===== config.mk =====
export PLATFORM = sky130hd
export DESIGN_NAME = dump_block_parser_top_flat
export DESIGN_NICKNAME = d
export VERILOG_FILES = /design/src/rtl/dbp_pkg.sv /design/src/rtl/dbp_in_if.sv /design/src/rtl/dbp_out_if.sv /design/src/rtl/dbp_front.sv /design/src/rtl/dbp_queue.sv /design/src/rtl/dbp_back.sv /design/src/rtl/dump_block_parser_top.sv /design/src/flat_wrapper.sv
export VERILOG_INCLUDE_DIRS = /design/src /design/src/rtl
export SDC_FILE = /design/constraint.sdc
export NUM_CORES = 1
export LEC_CHECK = 0
export BUFFER_PORTS_ARGS = -buffer_cell sky130_fd_sc_hd__buf_2
export CORE_ASPECT_RATIO = 0.9
export CORE_MARGIN = 2
export CORE_UTILIZATION = 56
export DETAILED_ROUTE_END_ITERATION = 6
export PLACE_DENSITY = 0.7
export REMOVE_ABC_BUFFERS = 1
export SETUP_SLACK_MARGIN = 0.3
export SYNTH_ARGS = -nofsm -noshare
export SYNTH_HDL_FRONTEND = slang
export SYNTH_SLANG_ARGS = --single-unit

===== constraint.sdc =====
create_clock -name clk -period 5.7 [get_ports clk]
set_input_delay 0.855 -clock clk [delete_from_list [all_inputs] [get_ports clk]]
set_output_delay 0.855 -clock clk [all_outputs]
set_load 0.05 [all_outputs]

===== src/rtl/dump_block_parser_top_macros.svh =====
`ifndef DUMP_BLOCK_PARSER_TOP_MACROS_SVH
`define DUMP_BLOCK_PARSER_TOP_MACROS_SVH

// same-cycle implication, checked out of reset
`define DBP_ASSERT_NOW(label, ante, cons, msg) \
    label: assert property (@(posedge clk) disable iff (!rst_n) (ante) |-> (cons)) \
        else $error(msg);

// next-cycle implication, checked out of reset
`define DBP_ASSERT_NEXT(label, ante, cons, msg) \
    label: assert property (@(posedge clk) disable iff (!rst_n) (ante) |=> (cons)) \
        else $error(msg);

`endif


===== src/rtl/dbp_pkg.sv =====
`timescale 1ns / 1ps
`default_nettype none

package dbp_pkg;

    // result codes
    typedef enum logic [2:0] {
        KIND_DATA       = 3'd0,
        KIND_SUM_OK     = 3'd1,
        KIND_SUM_BAD    = 3'd2,
        KIND_INCOMPLETE = 3'd3,
        KIND_SIZE_OVER  = 3'd4,
        KIND_DUMP_END   = 3'd5
    } kind_t;

    // start and size words ahead of the data
    localparam int HEADER_WORDS = 2;
    // start, size and checksum words around the data
    localparam int OVERHEAD_WORDS = 3;
    // entries in the queue between front and back
    localparam int QUEUE_DEPTH = 4;

    // one queue entry: the results caused by one byte
    typedef struct packed {
        kind_t       kind;
        logic [15:0] word_value;
        logic [5:0]  word_index;
        logic [15:0] block_start;
        logic [15:0] computed_sum;
        logic        has_end;
    } entry_t;

    typedef struct packed {
        logic   valid;
        entry_t entry;
    } entry_slot_t;

endpackage

`default_nettype wire


===== src/rtl/dbp_in_if.sv =====
`timescale 1ns / 1ps
`default_nettype none

interface dbp_in_if;
    logic       valid;
    logic       ready;
    logic [7:0] byte_in;
    logic       end_of_stream;

    modport source (output valid, output byte_in, output end_of_stream, input ready);
    modport sink (input valid, input byte_in, input end_of_stream, output ready);
endinterface

`default_nettype wire


===== src/rtl/dbp_out_if.sv =====
`timescale 1ns / 1ps
`default_nettype none

interface dbp_out_if;
    logic        valid;
    logic        ready;
    logic [2:0]  kind;
    logic [15:0] word_value;
    logic [5:0]  word_index;
    logic [15:0] block_start;
    logic [15:0] computed_sum;
    logic        last;

    modport source (output valid, output kind, output word_value, output word_index,
                    output block_start, output computed_sum, output last, input ready);
    modport sink (input valid, input kind, input word_value, input word_index,
                  input block_start, input computed_sum, input last, output ready);
endinterface

`default_nettype wire


===== src/rtl/dbp_front.sv =====
`timescale 1ns / 1ps
`default_nettype none

module dbp_front
    import dbp_pkg::*;
#(
    parameter int DATA_WORDS = 64
)
(
    input  wire logic   clk,
    input  wire logic   rst_n,
    dbp_in_if.sink      byte_ch,
    input  wire logic   queue_full,
    output entry_slot_t push
);

    localparam int CW = $clog2(DATA_WORDS + OVERHEAD_WORDS + 1);

    logic          have_high_reg, have_high_next;
    logic [7:0]    high_reg, high_next;
    logic [CW-1:0] words_reg, words_next;
    logic [15:0]   start_reg, start_next;
    logic [15:0]   size_reg, size_next;
    logic [15:0]   sum_reg, sum_next;
    logic [15:0]   last_word_reg, last_word_next;
    logic          stopped_reg, stopped_next;

    logic          accept;
    logic          eos;
    logic [15:0]   w;
    logic [CW-1:0] i_plus;
    logic          block_full;
    logic          closing;
    logic [CW-1:0] nw;
    logic [15:0]   chk;
    logic [15:0]   nd16;
    logic [15:0]   idx16;
    logic [15:0]   sum_plus;

    assign byte_ch.ready = !queue_full;
    assign accept        = byte_ch.valid && byte_ch.ready;
    assign eos           = byte_ch.end_of_stream;

    // word assembly and block position
    assign w          = {high_reg, byte_ch.byte_in};
    assign i_plus     = words_reg + 1'b1;
    assign block_full = (i_plus >= CW'(DATA_WORDS + OVERHEAD_WORDS));
    assign closing    = have_high_reg ? (eos || block_full) : eos;
    assign nw         = have_high_reg ? i_plus : words_reg;
    assign chk        = have_high_reg ? w : last_word_reg;
    assign nd16       = 16'(nw) - 16'(OVERHEAD_WORDS);
    assign idx16      = 16'(words_reg) - 16'(HEADER_WORDS);
    assign sum_plus   = sum_reg + w;

    // parse step and result classification
    always_comb
    begin
        have_high_next = have_high_reg;
        high_next      = high_reg;
        words_next     = words_reg;
        start_next     = start_reg;
        size_next      = size_reg;
        sum_next       = sum_reg;
        last_word_next = last_word_reg;
        stopped_next   = stopped_reg;

        push                    = '0;
        push.entry.kind         = KIND_DATA;
        push.entry.block_start  = start_reg;
        push.entry.computed_sum = sum_reg;

        if (accept && !stopped_reg)
        begin
            if (!have_high_reg)
            begin
                high_next      = byte_ch.byte_in;
                have_high_next = 1'b1;
            end
            else
            begin
                have_high_next = 1'b0;
                if (closing)
                begin
                    words_next = '0;
                end
                else
                begin
                    if (words_reg == CW'(0))
                    begin
                        start_next = w;
                        sum_next   = w;
                    end
                    else if (words_reg == CW'(1))
                    begin
                        size_next = w;
                        sum_next  = sum_plus;
                    end
                    else if (idx16 < size_reg)
                    begin
                        sum_next                = sum_plus;
                        push.valid              = 1'b1;
                        push.entry.kind         = KIND_DATA;
                        push.entry.word_value   = w;
                        push.entry.word_index   = idx16[5:0];
                        push.entry.computed_sum = sum_plus;
                    end
                    last_word_next = w;
                    words_next     = i_plus;
                end
            end

            // block close
            if (closing)
            begin
                push.valid = 1'b1;
                if (nw < CW'(OVERHEAD_WORDS))
                begin
                    push.entry.kind = KIND_INCOMPLETE;
                    stopped_next    = 1'b1;
                end
                else if (size_reg > nd16)
                begin
                    push.entry.kind = KIND_SIZE_OVER;
                    stopped_next    = 1'b1;
                end
                else if (nw == CW'(OVERHEAD_WORDS))
                begin
                    push.entry.kind = KIND_DUMP_END;
                    stopped_next    = 1'b1;
                end
                else
                begin
                    push.entry.kind       = (sum_reg == chk) ? KIND_SUM_OK : KIND_SUM_BAD;
                    push.entry.word_value = chk;
                    if (eos || (size_reg < 16'(DATA_WORDS)))
                    begin
                        push.entry.has_end = 1'b1;
                        stopped_next       = 1'b1;
                    end
                end
            end
        end
    end

    // parser state
    always_ff @(posedge clk or negedge rst_n)
    begin
        if (!rst_n)
        begin
            have_high_reg <= 1'b0;
            high_reg      <= '0;
            words_reg     <= '0;
            start_reg     <= '0;
            size_reg      <= '0;
            sum_reg       <= '0;
            last_word_reg <= '0;
            stopped_reg   <= 1'b0;
        end
        else
        begin
            have_high_reg <= have_high_next;
            high_reg      <= high_next;
            words_reg     <= words_next;
            start_reg     <= start_next;
            size_reg      <= size_next;
            sum_reg       <= sum_next;
            last_word_reg <= last_word_next;
            stopped_reg   <= stopped_next;
        end
    end

endmodule

`default_nettype wire


===== src/rtl/dbp_queue.sv =====
`timescale 1ns / 1ps
`default_nettype none

module dbp_queue
    import dbp_pkg::*;
(
    input  wire logic         clk,
    input  wire logic         rst_n,
    input  wire entry_slot_t  push,
    input  wire logic         pop,
    output logic              full,
    output entry_slot_t       head
);

    localparam int PW = $clog2(QUEUE_DEPTH);
    localparam int NW = $clog2(QUEUE_DEPTH + 1);

    entry_t        slots_reg [QUEUE_DEPTH];
    logic [PW-1:0] wr_ptr_reg, wr_ptr_next;
    logic [PW-1:0] rd_ptr_reg, rd_ptr_next;
    logic [NW-1:0] count_reg, count_next;
    logic          do_push;
    logic          do_pop;

    assign full       = (count_reg == NW'(QUEUE_DEPTH));
    assign head.valid = (count_reg != '0);
    assign head.entry = slots_reg[rd_ptr_reg];
    assign do_push    = push.valid && !full;
    assign do_pop     = pop && head.valid;

    // pointer and fill count update
    always_comb
    begin
        wr_ptr_next = wr_ptr_reg;
        rd_ptr_next = rd_ptr_reg;
        count_next  = count_reg;
        if (do_push)
        begin
            wr_ptr_next = (wr_ptr_reg == PW'(QUEUE_DEPTH - 1)) ? '0 : wr_ptr_reg + 1'b1;
        end
        if (do_pop)
        begin
            rd_ptr_next = (rd_ptr_reg == PW'(QUEUE_DEPTH - 1)) ? '0 : rd_ptr_reg + 1'b1;
        end
        case ({do_push, do_pop})
            2'b10:   count_next = count_reg + 1'b1;
            2'b01:   count_next = count_reg - 1'b1;
            default: count_next = count_reg;
        endcase
    end

    always_ff @(posedge clk or negedge rst_n)
    begin
        if (!rst_n)
        begin
            wr_ptr_reg <= '0;
            rd_ptr_reg <= '0;
            count_reg  <= '0;
        end
        else
        begin
            wr_ptr_reg <= wr_ptr_next;
            rd_ptr_reg <= rd_ptr_next;
            count_reg  <= count_next;
        end
    end

    // entry storage
    always_ff @(posedge clk)
    begin
        if (do_push)
        begin
            slots_reg[wr_ptr_reg] <= push.entry;
        end
    end

endmodule

`default_nettype wire


===== src/rtl/dbp_back.sv =====
`timescale 1ns / 1ps
`default_nettype none

module dbp_back
    import dbp_pkg::*;
(
    input  wire logic        clk,
    input  wire logic        rst_n,
    input  wire entry_slot_t head,
    output logic             pop,
    dbp_out_if.source        result_ch
);

    // high while the trailing dump end of the head entry is on the port
    logic end_phase_reg, end_phase_next;
    logic xfer;

    assign result_ch.valid = head.valid;
    assign xfer            = result_ch.valid && result_ch.ready;
    assign pop             = xfer && (end_phase_reg || !head.entry.has_end);

    // result fields for the current phase
    always_comb
    begin
        result_ch.block_start  = head.entry.block_start;
        result_ch.computed_sum = head.entry.computed_sum;
        if (end_phase_reg)
        begin
            result_ch.kind       = KIND_DUMP_END;
            result_ch.word_value = '0;
            result_ch.word_index = '0;
            result_ch.last       = 1'b1;
        end
        else
        begin
            result_ch.kind       = head.entry.kind;
            result_ch.word_value = head.entry.word_value;
            result_ch.word_index = head.entry.word_index;
            result_ch.last       = !head.entry.has_end;
        end
    end

    // phase advance on each transfer
    always_comb
    begin
        end_phase_next = end_phase_reg;
        if (xfer)
        begin
            end_phase_next = !end_phase_reg && head.entry.has_end;
        end
    end

    always_ff @(posedge clk or negedge rst_n)
    begin
        if (!rst_n)
        begin
            end_phase_reg <= 1'b0;
        end
        else
        begin
            end_phase_reg <= end_phase_next;
        end
    end

endmodule

`default_nettype wire


===== src/rtl/dump_block_parser_top.sv =====
// channel     dir  payload
// byte_ch     in   byte_in[7:0], end_of_stream
// result_ch   out  kind[2:0], word_value[15:0], word_index[5:0],
//                  block_start[15:0], computed_sum[15:0], last
//
// One byte is taken every cycle while the four-entry result queue has room.
// A byte leaves at most one queue entry; an entry goes out as one result, or as
// two when a checksum result is followed by the dump end result.
// Results appear on result_ch at the earliest in the cycle after their byte.
// rst_n clears parser state and the queue asynchronously; no clearing pass.
// A stall on result_ch fills the queue, then drops byte_ch.ready.
`timescale 1ns / 1ps
`default_nettype none

`include "dump_block_parser_top_macros.svh"

module dump_block_parser_top
    import dbp_pkg::*;
#(
    parameter int DATA_WORDS = 64
)
(
    input  wire logic clk,
    input  wire logic rst_n,
    dbp_in_if.sink    byte_ch,
    dbp_out_if.source result_ch
);

    entry_slot_t push;
    entry_slot_t head;
    logic        queue_full;
    logic        pop;

    // byte parsing and classification
    dbp_front #(
        .DATA_WORDS (DATA_WORDS)
    ) u_front (
        .clk        (clk),
        .rst_n      (rst_n),
        .byte_ch    (byte_ch),
        .queue_full (queue_full),
        .push       (push)
    );

    // decoupling queue
    dbp_queue u_queue (
        .clk   (clk),
        .rst_n (rst_n),
        .push  (push),
        .pop   (pop),
        .full  (queue_full),
        .head  (head)
    );

    // result sequencing
    dbp_back u_back (
        .clk       (clk),
        .rst_n     (rst_n),
        .head      (head),
        .pop       (pop),
        .result_ch (result_ch)
    );

    // checks
    `DBP_ASSERT_NOW(a_no_overflow, push.valid, !queue_full, "entry pushed into a full queue")
    `DBP_ASSERT_NOW(a_end_is_last, result_ch.valid && (result_ch.kind == KIND_DUMP_END),
        result_ch.last, "dump end result not marked last")
    `DBP_ASSERT_NEXT(a_end_follows, result_ch.valid && result_ch.ready && !result_ch.last,
        result_ch.valid && (result_ch.kind == KIND_DUMP_END),
        "non-final result not followed by dump end")

endmodule

`default_nettype wire


===== src/flat_wrapper.sv =====
// flat-port wrapper written by rule: the top's interface ports become plain ports
module dump_block_parser_top_flat import dbp_pkg::*;
#(
    parameter int DATA_WORDS = 64
)
  (clk, rst_n, byte_ch_valid, byte_ch_byte_in, byte_ch_end_of_stream, byte_ch_ready, result_ch_valid, result_ch_kind, result_ch_word_value, result_ch_word_index, result_ch_block_start, result_ch_computed_sum, result_ch_last, result_ch_ready);
  dbp_in_if byte_ch_i ();
  dbp_out_if result_ch_i ();
  input  wire logic clk;
  input  wire logic rst_n;
  input wire logic [$bits(byte_ch_i.valid)-1:0] byte_ch_valid;
  input wire logic [$bits(byte_ch_i.byte_in)-1:0] byte_ch_byte_in;
  input wire logic [$bits(byte_ch_i.end_of_stream)-1:0] byte_ch_end_of_stream;
  output wire logic [$bits(byte_ch_i.ready)-1:0] byte_ch_ready;
  output wire logic [$bits(result_ch_i.valid)-1:0] result_ch_valid;
  output wire logic [$bits(result_ch_i.kind)-1:0] result_ch_kind;
  output wire logic [$bits(result_ch_i.word_value)-1:0] result_ch_word_value;
  output wire logic [$bits(result_ch_i.word_index)-1:0] result_ch_word_index;
  output wire logic [$bits(result_ch_i.block_start)-1:0] result_ch_block_start;
  output wire logic [$bits(result_ch_i.computed_sum)-1:0] result_ch_computed_sum;
  output wire logic [$bits(result_ch_i.last)-1:0] result_ch_last;
  input wire logic [$bits(result_ch_i.ready)-1:0] result_ch_ready;
  assign byte_ch_i.valid = byte_ch_valid;
  assign byte_ch_i.byte_in = byte_ch_byte_in;
  assign byte_ch_i.end_of_stream = byte_ch_end_of_stream;
  assign byte_ch_ready = byte_ch_i.ready;
  assign result_ch_valid = result_ch_i.valid;
  assign result_ch_kind = result_ch_i.kind;
  assign result_ch_word_value = result_ch_i.word_value;
  assign result_ch_word_index = result_ch_i.word_index;
  assign result_ch_block_start = result_ch_i.block_start;
  assign result_ch_computed_sum = result_ch_i.computed_sum;
  assign result_ch_last = result_ch_i.last;
  assign result_ch_i.ready = result_ch_ready;
  dump_block_parser_top #(.DATA_WORDS(DATA_WORDS)) u_core (.clk(clk), .rst_n(rst_n), .byte_ch(byte_ch_i), .result_ch(result_ch_i));
endmodule

# Word level (Yosys, flattened, before mapping)
# Memory sizes are Yosys's and may differ from the RTL's.
# Index checks and enable logic that the tools add are counted.
dict set report classes {
  add_sub_neg 8
  magnitude_cmp 5
  n_eq_ne 8
  n_mux 45
  n_bitwise 3
  n_reduce_logical 24
}
# op n
set op_table {}
lappend op_table {{$mux 16} 12}
lappend op_table {{$mux 26} 6}
lappend op_table {{$mux 20} 1}
lappend op_table {{$mux 17} 1}
lappend op_table {{$add 16x16->16} 1}
lappend op_table {{$eq 16x16->1} 1}
lappend op_table {{$gt 16x16->1} 1}
lappend op_table {{$lt 16x16->1} 1}
lappend op_table {{$lt 16x7->1 const B} 1}
lappend op_table {{$sub 7x2->8 const B} 2}
lappend op_table {{$mux 1} 14}
lappend op_table {{$mux 7} 2}
lappend op_table {{$mux 3} 4}
lappend op_table {{$add 7x1->7 const B} 1}
lappend op_table {{$eq 7x1->1 const B} 1}
lappend op_table {{$eq 7x2->1 const B} 1}
lappend op_table {{$ge 7x7->1 const B} 1}
lappend op_table {{$logic_and 1x1->1} 7}
lappend op_table {{$logic_not 7->1} 1}
lappend op_table {{$lt 7x2->1 const B} 1}
lappend op_table {{$eq 2x2->1 const B} 3}
lappend op_table {{$mux 2} 3}
lappend op_table {{$mux 6} 1}
lappend op_table {{$pmux 3 s2} 1}
lappend op_table {{other kinds (15)} 25}
dict set report word_totals {
  ff_bits 89
  ram_bits 232
  inputBits 13
  out_inout_bits 60
  elab_cells 106
  mem_count 1
}
# name words width read_ports rd_clocked_by_memory_dff wr line
set mem_list {}
lappend mem_list {u_core.u_queue.slots_reg 4 58 1 0 1 dbp_queue.sv:18} ;# entry_t slots_reg [QUEUE_DEPTH];

# Logic depth before layout (Yosys ltp)
# Gate-level depths: netlist of the first run.
dict set report logic_depth {
  ltp_word 15
  depth_mapped 18
  mapped_depth_nobuf 17
}

# Cells and area by module
# Synthesis of the first run repeated with hierarchy kept, for this count alone.
dict set report hier_totals {
  cells_unflattened 1121
  hier_area_um2 15469.8
}
# module n_inst cells_each area_per_inst_um2
set modules_own_cells {}
lappend modules_own_cells {dbp_queue 1 345 8802.2}
lappend modules_own_cells {dbp_front 1 710 6190.9}
lappend modules_own_cells {dbp_back 1 66 476.7}

# Least setup slack after synthesis of the first run
# OpenSTA, ideal clock, no wires.
dict set report synth_timing {
  kind {flip-flop to flip-flop}
  from {register u_core.u_front.words_reg[3]}
  to {memory u_core.u_queue.slots_reg[0][0] in the netlist's numbering, enable pin}
  setup_ps 422
  arrival_time_ps 3848
  required_time_ps 5278
  path_slack_ps 1430
  stages_incl_launch_ff 12
  period_less_slack_ps 4270
  path_cell_list {dfrtp_1 -> clkbuf_1 -> nor3_1 -> xor2_1 -> ha_1 -> a21o_1 -> a211oi_1 -> o211ai_1 -> nand3_1 -> nand2b_4 -> nand2_1 -> and2_1}
}
dict set report synth_via {
  elab_chain_len 12
}
# item line
set synth_rtl {}
lappend synth_rtl {{start, declared} dbp_front.sv:21} ;# logic [CW-1:0] words_reg, words_next;
lappend synth_rtl {{start signal, assigned} dbp_front.sv:163} ;# words_reg <= words_next;
lappend synth_rtl {{$sub 7x2->8} dbp_front.sv:52} ;# assign idx16 = 16'(words_reg) - 16'(HEADER_WORDS);
lappend synth_rtl {{$lt 16x16->1} dbp_front.sv:98} ;# else if (idx16 < size_reg)
lappend synth_rtl {{$mux 26} dbp_front.sv:98}
lappend synth_rtl {{$mux 26} dbp_front.sv:93} ;# else if (words_reg == CW'(1))
lappend synth_rtl {{$mux 26} dbp_front.sv:88} ;# if (words_reg == CW'(0))
lappend synth_rtl {{$mux 26} dbp_front.sv:82} ;# if (closing)
lappend synth_rtl {{$mux 26} dbp_front.sv:74} ;# if (!have_high_reg)
lappend synth_rtl {{$mux 20 *} dbp_front.sv:113} ;# if (closing)
lappend synth_rtl {{$mux 26 *} dbp_front.sv:72} ;# if (accept && !stopped_reg)
lappend synth_rtl {{$logic_and 1x1->1 *} dbp_queue.sv:28} ;# assign do_push = push.valid && !full;
lappend synth_rtl {{$mux 1 *} dbp_queue.sv:71} ;# if (do_push)
lappend synth_rtl {{$mux 1 (implied by the code) *} dbp_queue.sv:73} ;# slots_reg[wr_ptr_reg] <= push.entry;
lappend synth_rtl {{end, declared} dbp_queue.sv:18}
# Mark *: on every way between the ends. The rest lies on a longest branch, timed or not.

==> impl_metrics.yaml, run 1 <==
worst_setup_path:
  worstRegToRegCells: 16
  slowest_stage: "dfrtp_1"
  start_kind: "register"
  timing.rr.end: "u_core.u_queue.slots_reg[0][50]"
  critPathMaxStageDelay_ps: 600
  worstPathArrival_ps: 5050
  path_delay_family: "compound AO/OA/AOI/OAI gates"
  r2r_slack_ps: 990
  crit_fanout: 16
  timing.rr.start: "u_core.u_front.words_reg[0]"
  crit_buf_inv: 3
  crit_path_end_kind: "register"
  cp_cell_sequence: "inv_1 > ha_1 > inv_1 > o211ai_1 > a2bb2oi_1 > nor2b_1 > nand2_1 > ha_1 > a211oi_1 > o21ai_0 > a221o_1 > o21ai_0 > o221ai_4 > o31ai_4 > buf_4 > a22o_1"
  worstPathRequired_ps: 6040
  criticalPathCategory: "reg -> reg"
floorplan:
  initial_core_util_pct: 56.5
  coreArea_mm2: 0.0267
  rows: 57
  die_w_um: 177
  dieArea_mm2: 0.0283
  io_pins: 73
  die_y_um: 160
synth:
  yosysTopAreaCell: "edfxtp_1"
  synth_enable_flop_cells: 232
  seq_area_frac_synth_pct: 60.8
  yosysWarningCount: 0
  synth_cell_types: 70
  synth_seq_cells: 321
  postSynthCellCount: 1056
  synthArstFlopShare_pct: 27.7
  syn-cell-area_mm2: 0.0151
  synth_top_area_share_pct: 46.1
  avgSynthCellArea_um2: 14.3
  synthTopCellsByArea: "edfxtp_1 (46%), dfrtp_1 (15%), mux4_2 (8.6%)"
  ys.flop_type: "edfxtp_1"
clocking:
  clk_pin_slew_worst_paths_ps: 60
  cts-buffers-inserted: 34
  cts.path.max_buffers: 3
  cts.sinks: 321
  post_cts_resized: 0
  clockRootBuffer: "clkbuf_16"
  postCtsSetupRepairBufs: 0
  cts_hold_buf: 0
  cts_tree: "yes"
  htreeDepth: 2
  clock_latency_ps: 520
timing:
  setup_tns_ps: 0
  rsz0062_at_grt: "no"
  worstMarginPinSlew_ps: 1300
  hold_violations: 0
  finalCritPeriodShare_pct: 82.7
  maxSlewHeadroom_pct: 13.3
  finalCriticalPeriod_ps: 4710
  skew_ps: 19.8
  slew_violations: 0
  setup_violations: 0
  max_freq_ghz: 0.212
run_status:
  status: "finished clean"
routing:
  routedWlPerCell_um: 22.1
  viasPerCell: 5.96
  drc: 0
  final_antenna_net_count: 0
  routed_wl_um: 33400
  vias: 9018
  drtIter0Drc: 738
  firstDrtPassIters: 5
layout:
  fillers: 2004
  drive_gt1_share_pct: 22.2
  regArea_mm2: 0.00920
  fin_util_pct: 63.4
  multi_input_area_mm2: 0.00557
  area_growth_pct: 12.1
  largest_reg_flops: 232
  antenna_cells: 0
  layout.nets: 1198
placement:
  port_buffers: 72
  hpwl_um: 21500
  place.gp.congestion: 0.891
flow_run:
  cap_violations: 0
global_route:
  grt_pass1_vias: 9219
  grt_max_degree: 59
  overflow: 0
  antenna_found_initial: 0
  grt_usage_pct: 24.4
  grt_pass1_wl_um: 52800
power:
  power_density_mw_per_mm2: 273
  peakVddDrop_v: 0.000268
  power.leakage_nw: 6.25
  power_w: 0.00463
worst_hold_path:
  hold_path_class: "in -> async"
==> synth_stat cells (3+ instances only) <==
cell,n
nor2_1,32
mux4_2,58
a31oi_1,5
mux2_4,8
clkbuf_1,26
o2111ai_1,4
buf_2,4
mux2_2,24
a221o_1,3
ha_1,50
nor3_1,8
and3_1,4
xor2_1,30
or3_1,4
nand2_1,136
nand3_1,7
buf_6,5
o31ai_1,3
a21oi_1,19
a22o_1,21
and2_1,10
xnor2_1,22
o211ai_1,11
a211oi_1,4
buf_1,9
inv_1,34
nor4_1,4
a22oi_1,6
edfxtp_1,232
dfrtp_1,89
o21ai_0,49
nand4_1,10
nand2b_1,3
o21a_1,6
buf_4,5
mux2i_1,19
nor2b_1,32
a21o_1,16
==> how the worst max path moves through the flow <==
stage	from	to	slack, ps	cells after the start
4_1_cts	u_core.u_front.words_reg[0]	u_core.u_queue.slots_reg[0][45]	1030	16
6_report	u_core.u_front.words_reg[0]	u_core.u_queue.slots_reg[0][50]	990	16
3_5_place_dp	u_core.u_front.words_reg[0]	u_core.u_queue.slots_reg[0][50]	1060	16
3_3_place_gp	u_core.u_front.words_reg[0]	u_core.u_queue.slots_reg[1][45]	1220	16
2_1_floorplan	u_core.u_queue.rd_ptr_reg[0]	u_core.u_queue.count_reg[2]	820	9
5_1_grt	u_core.u_front.words_reg[0]	u_core.u_queue.slots_reg[0][47]	660	16
==> power by group <==
group,internal (W),switching [W],total (W)
combinational,0.0000116,0.0000361,0.0000477
clock,0.00122,0.000889,0.00211
sequential,0.00248,0,0.00248
total,0.00371,0.000925,0.00463
==> routing by layer <==
metal	share of wire (%)	track usage (%)	vias to the layer above
li1	-	-	4147
met1	45	35.1	4548
met4	2.8	7.89	0
met5	0	0	-
met2	47	38.7	265
met3	5.2	3.74	58
==> per-stage QoR <==
stage | setup WS [ps] | hold slack, ps | instance area (µm²) | cells
6_report | 987 | 422 | 16900 | 1513
2_1_floorplan | 817 | 448 | 14900 | 1007
3_3_place_gp | 1220 | 469 | 15900 | 1451
4_1_cts | 1030 | 433 | 16900 | 1513
5_1_grt | 662 | 475 | 16900 | 1513
3_5_place_dp | 1060 | 471 | 15900 | 1451
==> layout by cell type (no fill, tap or decap), types with 9 or more instances in the layout <==
master     instances
o211ai_1          11
nor2_1            32
nand4_1           10
clkinv_2           9
buf_4             17
inv_1             34
a21o_1            16
a21oi_1           19
ha_1              50
dfrtp_1           87
clkbuf_16         36
o21ai_0           49
nand2_1          136
edfxtp_1         232
nor2b_1           32
xnor2_1           22
mux2i_1           19
mux4_2            58
buf_2             71
a22o_1            21
xor2_1            30
mux2_2            24
==> cell families (layout without fill, tap and decap cells) <==
| kind of cell | Yosys count | count (layout) | share of synthesized area (%) |
|---|---|---|---|
| xor+xnor | 53 | 53 | 3.12 |
| flops | 321 | 321 | 60.8 |
| mux | 109 | 109 | 12.5 |
| fa+ha+maj | 52 | 52 | 4.41 |
| buf+inv | 83 | 186 | 2.47 |
| compound gates | 175 | 175 | 8.50 |
| simple gates | 263 | 263 | 8.17 |
==> final cells by class <==
class / count / share of cell area, %
Tap cell: 354 / 2.61
Clock buffer: 44 / 5.73
Sequential cell: 321 / 54.3
Multi-Input combinational cell: 652 / 32.9
Inverter: 34 / 0.753
Clock inverter: 18 / 0.672
Timing Repair Buffer: 90 / 3.09
No activity file was read; power rests on OpenSTA's default activity.
==> run 2: changes to the inputs <==
--- a/config.mk
+++ b/config.mk
@@ -6,12 +6,13 @@
 export SDC_FILE = /design/constraint.sdc
 export NUM_CORES = 1
 export LEC_CHECK = 0
+export ABC_AREA = 1
 export BUFFER_PORTS_ARGS = -buffer_cell sky130_fd_sc_hd__buf_2
 export CORE_ASPECT_RATIO = 0.9
 export CORE_MARGIN = 2
 export CORE_UTILIZATION = 56
 export DETAILED_ROUTE_END_ITERATION = 6
-export PLACE_DENSITY = 0.7
+export PLACE_DENSITY = 0.73
 export REMOVE_ABC_BUFFERS = 1
 export SETUP_SLACK_MARGIN = 0.3
 export SYNTH_ARGS = -nofsm -noshare
==> constraint.sdc (replaced) <==
create_clock -name clk -period 4.2 [get_ports clk]
set_input_delay 0.63 -clock clk [delete_from_list [all_inputs] [get_ports clk]]
set_output_delay 0.63 -clock clk [all_outputs]
set_load 0.05 [all_outputs]
==> run 2 against run 1 <==
  * Register-to-register slack got worse by 510 ps
  * Sequential share of layout area fell by 2.1 points
  * Cell area rose by 4.0%
  * Count of clock-buffer cells in the layout rose by 3
  * Global-route usage rose by 2.2 points
  * Sequential power rose by 40%
  * Synthesized area rose by 3.4%
  * Critical path depth rose by 1
  * Largest power group unchanged
  * Worst setup slack got worse by 510 ps
  * Largest cell class unchanged
  * Critical endpoint is now u_core.u_queue.slots_reg[2][53]
  * Routed wire length rose by 16%
  * Utilization rose by 1.4 points
==> impl_metrics.yaml, run 2 <==
run_status:
  status: "finished clean"
clocking:
  cts.path.max_buffers: 3
  clock_latency_ps: 520
  htreeDepth: 2
  clk_pin_slew_worst_paths_ps: 60
  cts-buffers-inserted: 34
  cts_hold_buf: 0
  cts_tree: "yes"
  clockRootBuffer: "clkbuf_16"
  cts.sinks: 321
timing:
  skew_ps: 18.8
  rsz0062_at_grt: "no"
  setup_tns_ps: 0
  maxSlewHeadroom_pct: 38.8
  max_freq_ghz: 0.269
  layout_setup_ws_ps: 477
  finalCritPeriodShare_pct: 88.6
  setup_violations: 0
  slew_violations: 0
  hold_violations: 0
  worstMarginPinSlew_ps: 918
  finalCriticalPeriod_ps: 3720
worst_setup_path:
  crit_fanout: 16
  cp_common_cell: "nand2_1"
  startpoint: "u_core.u_front.words_reg[0]"
  critPathMaxStageDelay_ps: 450
  crit_buf_inv: 2
  r2r_slack_ps: 480
  slowest_stage: "dfrtp_2"
  crit_path_end_kind: "register"
  timing.rr.end: "u_core.u_queue.slots_reg[2][53]"
  cp_cell_sequence: "ha_1 > nand3_1 > xor2_1 > nand2_1 > nand2_1 > nor2_1 > nand3_2 > buf_4 > ha_1 > a21oi_1 > o21ai_0 > a21oi_1 > nand2_1 > nand2_1 > nand4_4 > buf_12 > a21oi_1"
  timing.rr.start: "u_core.u_front.words_reg[0]"
  criticalPathCategory: "reg -> reg"
  setup.worst_path.end: "u_core.u_queue.slots_reg[2][53]"
  start_kind: "register"
  worstPathRequired_ps: 4530
  path_delay_family: "simple AND/OR/NAND/NOR gates"
  crit_cells: 17
  worstPathArrival_ps: 4050
  worstRegToRegCells: 17
routing:
  routed_wl_um: 38600
  viasPerCell: 5.74
  final_antenna_net_count: 0
  vias: 11900
  routedWlPerCell_um: 18.7
  drtIter0Drc: 1120
  firstDrtPassIters: 6
  drc: 0
placement:
  hpwl_um: 25200
  post-place-ws_ps: 259
  port_buffers: 72
  placed_area_mm2: 0.0163
  place.gp.congestion: 0.933
floorplan:
  initial_core_util_pct: 57.4
  die_y_um: 162
  coreArea_mm2: 0.0272
  rows: 57
  dieArea_mm2: 0.0293
  die_w_um: 180
  io_pins: 73
synth:
  synth_enable_flop_cells: 232
  postSynthCellCount: 1614
  syn-cell-area_mm2: 0.0156
  seq_area_frac_synth_pct: 58.8
  yosys.area_share.adder_pct: 4.26
  synth_top_family_by_area: "simple AND/OR/NAND/NOR gates"
  synth_top_area_share_pct: 44.6
  synthTopCellsByCount: "nand2_1 (285), nor2_1 (245), edfxtp_1 (232), o21ai_0 (175), inv_1 (111)"
  synthArstFlopShare_pct: 27.7
  yosysWarningCount: 0
  synth_compound_area_share_pct: 11.9
  yosys.area_share.simple_pct: 18.2
  muxShareOfSynthArea_pct: 0
  synthMostInstantiatedCell: "nand2_1"
  ys.flop_type: "edfxtp_1"
  synth_seq_cells: 321
  synth_cell_types: 44
  yosysTopAreaCell: "edfxtp_1"
  avgSynthCellArea_um2: 9.68
  synthTopCellsByArea: "edfxtp_1 (45%), dfrtp_1 (14%), nand2_1 (6.8%)"
  synth_xor_area_share_pct: 1.79
power:
  power_w: 0.00935
  power_density_mw_per_mm2: 530
  power.leakage_nw: 7.08
  peakVddDrop_v: 0.000542
layout:
  final_common_cell: "nand2_1"
  antenna_cells: 0
  mostFrequentLayoutCells: "nand2_1 (285), nor2_1 (239), edfxtp_1 (232)"
  largest_reg_flops: 232
  layout.nets: 1750
  drive_gt1_share_pct: 12.6
  final_cell_area_mm2: 0.0176
  area_growth_pct: 12.8
global_route:
  grt_max_degree: 77
  grt_pass1_wl_um: 61300
  antenna_found_initial: 0
  grt_pass1_vias: 11500
  grt_usage_pct: 26.7
  overflow: 0
worst_hold_path:
  hold_path_class: "in -> async"
flow_run:
  cap_violations: 0
## run 2: changes by cell type in the layout (fill, tap and decap cells not counted), moves of 21 or more
cell	change
nor2_1	+207
nand3_1	+63
o22ai_1	+36
inv_1	+73
o21ai_1	+32
mux4_2	-58
o21ai_0	+124
a22o_1	-21
mux2_2	-24
a21oi_1	+56
nor2b_1	-32
nand2_1	+149
## run 2: routing by layer
layer | part of all wire, % | GRT usage [%] | routed length [µm] | up-vias
met5 | 0 | 0 | 0 | -
met4 | 2.4 | 8.17 | 924 | 0
met3 | 7.5 | 5.03 | 2880 | 75
met2 | 46 | 42.6 | 17800 | 433
met1 | 44 | 37.6 | 17000 | 5665
li1 | - | - | - | 5689
## run 2: how the worst min path moves through the flow
stage	startpoint	end	slack, ps
final	rst_n	u_core.u_front.sum_reg[9]	260
after global placement	u_core.u_queue.count_reg[1]	u_core.u_queue.count_reg[1]	470
after floorplan	rst_n	u_core.u_back.end_phase_reg	330
after CTS	rst_n	u_core.u_queue.wr_ptr_reg[0]	270
after global routing	rst_n	u_core.u_front.sum_reg[9]	310
after detailed placement	u_core.u_front.last_word_reg[9]	u_core.u_front.last_word_reg[9]	480
## run 2: cell type report
type                            count  area [µm²]
Inverter                          120         457
Clock buffer                       47         941
Multi-Input combinational cell   1102        5770
Sequential cell                   321        9200
Tap cell                          354         443
Fill cell                        2175        9620
Clock inverter                     15         173
Timing Repair Buffer              106         643
## run 2: power breakdown
group	internal, W	total [W]	switching (W)
registers	0.00340	0.00347	0.0000703
clock network	0.00177	0.00297	0.00120
logic	0.000641	0.00291	0.00227
total	0.00581	0.00935	0.00354
## run 2: timing repair
item,4_1_cts,5_1_grt
gates resized for setup,1,29
setup endpoints to repair,64,82
setup buffers,0,9
pin swaps,0,3
gates cloned,0,1
## run 2: cell families after synthesis
family	count (synthesis)
AOI/OAI and AO/OA	352
xor gates and xnor gates	32
adders and majority gates	52
buffers and inverters	192
DFF	321
and+or+nand+nor	665
## run 2: stage by stage
stage / hold WS, ps / utilization (%) / std cells
floorplan: 334 / - / 1542
global placement: 469 / 59.9 / 1993
detailed placement: 484 / 59.9 / 1993
CTS: 272 / 64.1 / 2055
global route: 307 / 64.7 / 2065
finish: 258 / 64.7 / 2065
## run 2: worst reg2reg max path, stage by stage, from the launching register on
cell     delay (ps)
dfrtp_2         450
ha_1            270
nand3_1         150
xor2_1          170
nand2_1          90
nand2_1         110
nor2_1          340
nand3_2         230
buf_4           200
ha_1            300
a21oi_1         170
o21ai_0         110
a21oi_1         150
nand2_1          80
nand2_1         160
nand4_4         130
buf_12          190
a21oi_1         260
==> run 3: changes to the inputs <==
--- a/config.mk
+++ b/config.mk
@@ -12,9 +12,10 @@
 export CORE_MARGIN = 2
 export CORE_UTILIZATION = 56
 export DETAILED_ROUTE_END_ITERATION = 6
-export PLACE_DENSITY = 0.73
+export PLACE_DENSITY = 0.72
 export REMOVE_ABC_BUFFERS = 1
 export SETUP_SLACK_MARGIN = 0.3
 export SYNTH_ARGS = -nofsm -noshare
 export SYNTH_HDL_FRONTEND = slang
+export SYNTH_HIERARCHICAL = 1
 export SYNTH_SLANG_ARGS = --single-unit
==> run 3 against run 2 <==
  * Sequential share of layout area is 4.3 points lower
  * Largest power group unchanged
  * Die area is 12% higher
  * Routed wire length is 12% higher
  * Sequential power is 3% lower
  * Final cell count is 15% higher
  * Utilization is 2.6 points lower
  * Critical endpoint is now u_core/u_queue/slots_reg[2][55]
  * Count of clock-buffer cells in the layout is 2 lower
==> impl_metrics.yaml, run 3 <==
clocking:
  cts_hold_buf: 0
  postCtsSetupRepairBufs: 0
  cts_tree: "yes"
  clk_pin_slew_worst_paths_ps: 60
  cts.path.max_buffers: 3
  clockRootBuffer: "clkbuf_16"
  cts.sinks: 321
  cts-buffers-inserted: 35
  clock_latency_ps: 520
  htreeDepth: 2
global_route:
  grt_usage_pct: 26.5
  grt_max_degree: 96
  overflow: 0
  grt_pass1_wl_um: 66900
  antenna_found_initial: 1
  grt_pass1_vias: 12000
floorplan:
  die_y_um: 172
  die_w_um: 191
  initial_core_util_pct: 56.8
  io_pins: 73
  rows: 61
  coreArea_mm2: 0.0309
  dieArea_mm2: 0.0328
power:
  intPower_w: 0.00539
  power_density_mw_per_mm2: 347
  power.leakage_nw: 8.82
  peakVddDrop_v: 0.000339
  p_switching_w: 0.00127
  swShare_pct: 19.1
  p_clk_share_pct: 48.5
  pwr-share-seq_pct: 50.5
  combPwrFrac_pct: 1.0
worst_setup_path:
  criticalPathCategory: "reg -> reg"
  start_kind: "register"
  worstPathArrival_ps: 3910
  crit_path_end_kind: "register"
  worstPathRequired_ps: 4440
  crit_fanout: 7
placement:
  post-place-ws_ps: 341
  dpl.cell_count: 2312
  port_buffers: 72
  place.gp.congestion: 0.944
  hpwl_um: 28600
synth:
  synthArstFlopShare_pct: 27.7
  synth_cell_types: 44
  yosysWarningCount: 6
  syn-cell-area_mm2: 0.0176
  seq_area_frac_synth_pct: 52.4
  synth_seq_cells: 321
  synthTopCellsByCount: "nand2_1 (566), inv_1 (311), edfxtp_1 (232), nor2_1 (119), nand3_1 (116)"
  yosysTopAreaCell: "edfxtp_1"
  postSynthCellCount: 1922
  synthMostInstantiatedCell: "nand2_1"
  synth_top_area_share_pct: 39.7
  ys.flop_type: "edfxtp_1"
  synth_enable_flop_cells: 232
  avgSynthCellArea_um2: 9.14
  synthTopCellsByArea: "edfxtp_1 (40%), dfrtp_1 (13%), nand2_1 (12%)"
routing:
  viasPerCell: 5.47
  routed_wl_um: 43100
  drtIter0Drc: 1349
  final_antenna_net_count: 0
  drc: 0
  firstDrtPassIters: 5
  routedWlPerCell_um: 18.2
  vias: 13000
layout:
  final_common_cell: "nand2_1"
  layout.nets: 2006
  largest_reg_flops: 232
  drive_gt1_share_pct: 13.9
  area_growth_pct: 9.35
  layoutNonFillerInstCount: 2375
  mostFrequentLayoutCells: "nand2_1 (564), inv_1 (310), edfxtp_1 (232)"
  antenna_cells: 0
timing:
  worstMarginPinSlew_ps: 1010
  rsz0062_at_grt: "no"
  slew_violations: 0
  skew_ps: 17.0
  setup_tns_ps: 0
  setup_violations: 0
  finalCritPeriodShare_pct: 87.4
  finalCriticalPeriod_ps: 3670
  max_freq_ghz: 0.272
  layout_setup_ws_ps: 530
  hold_slack_ps: 143
  hold_violations: 0
  maxSlewHeadroom_pct: 32.2
run_status:
  status: "finished clean"
worst_hold_path:
  hold_path_class: "in -> async"
flow_run:
  cap_violations: 0
==> run 3: cell count changes in the layout (fill, tap and decap cells not counted), sizes merged, moves of 10 or more <==
cell and delta:
nand2 +282, inv +205, o21ai -133, nor2 -125, o211ai +125, a21oi -51
nand3 +42, o22ai -35, nand3b -13, buf -11, nor3 -10
==> run 3: worst max-delay path, cell delays in order (launching register included) <==
cell and delay (ps):
dfrtp_2 450, inv_2 130, ha_1 270, nand2_1 70
o21ai_0 170, ha_1 260, inv_1 90, nand3_1 120
nor2_1 170, nand2_1 150, inv_1 110, nor2_1 50
ha_1 270, nand2_1 80, nor2_1 50, nor2_1 110
nand2_1 80, nand2_1 70, nand2_1 60, nand2_2 120
nand2_1 70, a21oi_1 440
==> run 3: cell families (layout without fill, tap and decap cells) <==
group	Yosys count	count (layout)	share of synthesized area [%]
flip-flops	321	321	52.4
AO/OA/AOI/OAI	247	247	10.7
adder cells (fa/ha/maj)	52	52	3.79
AND/OR/NAND/NOR	837	837	19.8
multiplexers	6	6	0.385
XOR/XNOR	23	23	1.15
buffers and inverters	436	480	11.9
==> run 3: cell type report <==
type                       count  area (µm²)
fill                        2546       11700
sequential                   321        9210
multi-input combinational   1165        6390
inverter                     322        1210
clock buffer                  45         943
timing repair buffer          96         676
tap                          409         512
clock inverter                17         260
==> run 3: worst paths after layout <==
check                                            start                              end  slack [ps]  cells after the start
max                        u_core/u_front/words_reg[0]  u_core/u_queue/slots_reg[2][55]         530                     21
min                                              rst_n      u_core/u_front/words_reg[3]         140                      1
max reg2reg                u_core/u_front/words_reg[0]  u_core/u_queue/slots_reg[2][55]         530                     21
min reg2reg                u_core/u_queue/count_reg[0]      u_core/u_queue/count_reg[0]         500                      1
max in group asynchronous                        rst_n      u_core/u_front/start_reg[5]        3200                      2
min in group clk                       result_ch_ready      u_core/u_back/end_phase_reg         430                      4
==> run 3: what timing repair did <==
| action | CTS | global route |
|---|---|---|
| resized for setup | 0 | 35 |
| endpoints found under the setup margin | 0 | 315 |
| endpoints found under the hold margin | 0 | 0 |
==> run 3: routing by layer <==
metal | vias to the layer above | share of wire, % | global-route usage [%]
met5 | - | 0 | 0
met4 | 0 | 1.7 | 6.17
met3 | 62 | 7.0 | 3.82
met2 | 500 | 45 | 41.0
met1 | 6187 | 47 | 39.7
li1 | 6251 | - | -
==> run 3: metrics by stage <==
step / area (µm²) / util, % / power [W]
4_1_cts: 19100 / 61.7 / 0.00671
6_report: 19200 / 62.1 / 0.00667
3_3_place_gp: 17900 / 57.8 / 0.00350
5_1_grt: 19200 / 62.1 / 0.00684
2_1_floorplan: 16700 / - / 0.00345
3_5_place_dp: 17900 / 57.8 / 0.00350
==> run 3: power groups by stage <==
stage | sequential (W) | clock (W) | combinational, W
after global placement | 0.00343 | 0 | 0.0000666
after global routing | 0.00336 | 0.00340 | 0.0000762
after detailed placement | 0.00343 | 0 | 0.0000663
final | 0.00336 | 0.00324 | 0.0000690
after floorplan | 0.00343 | 0 | 0.0000203
after CTS | 0.00336 | 0.00328 | 0.0000663
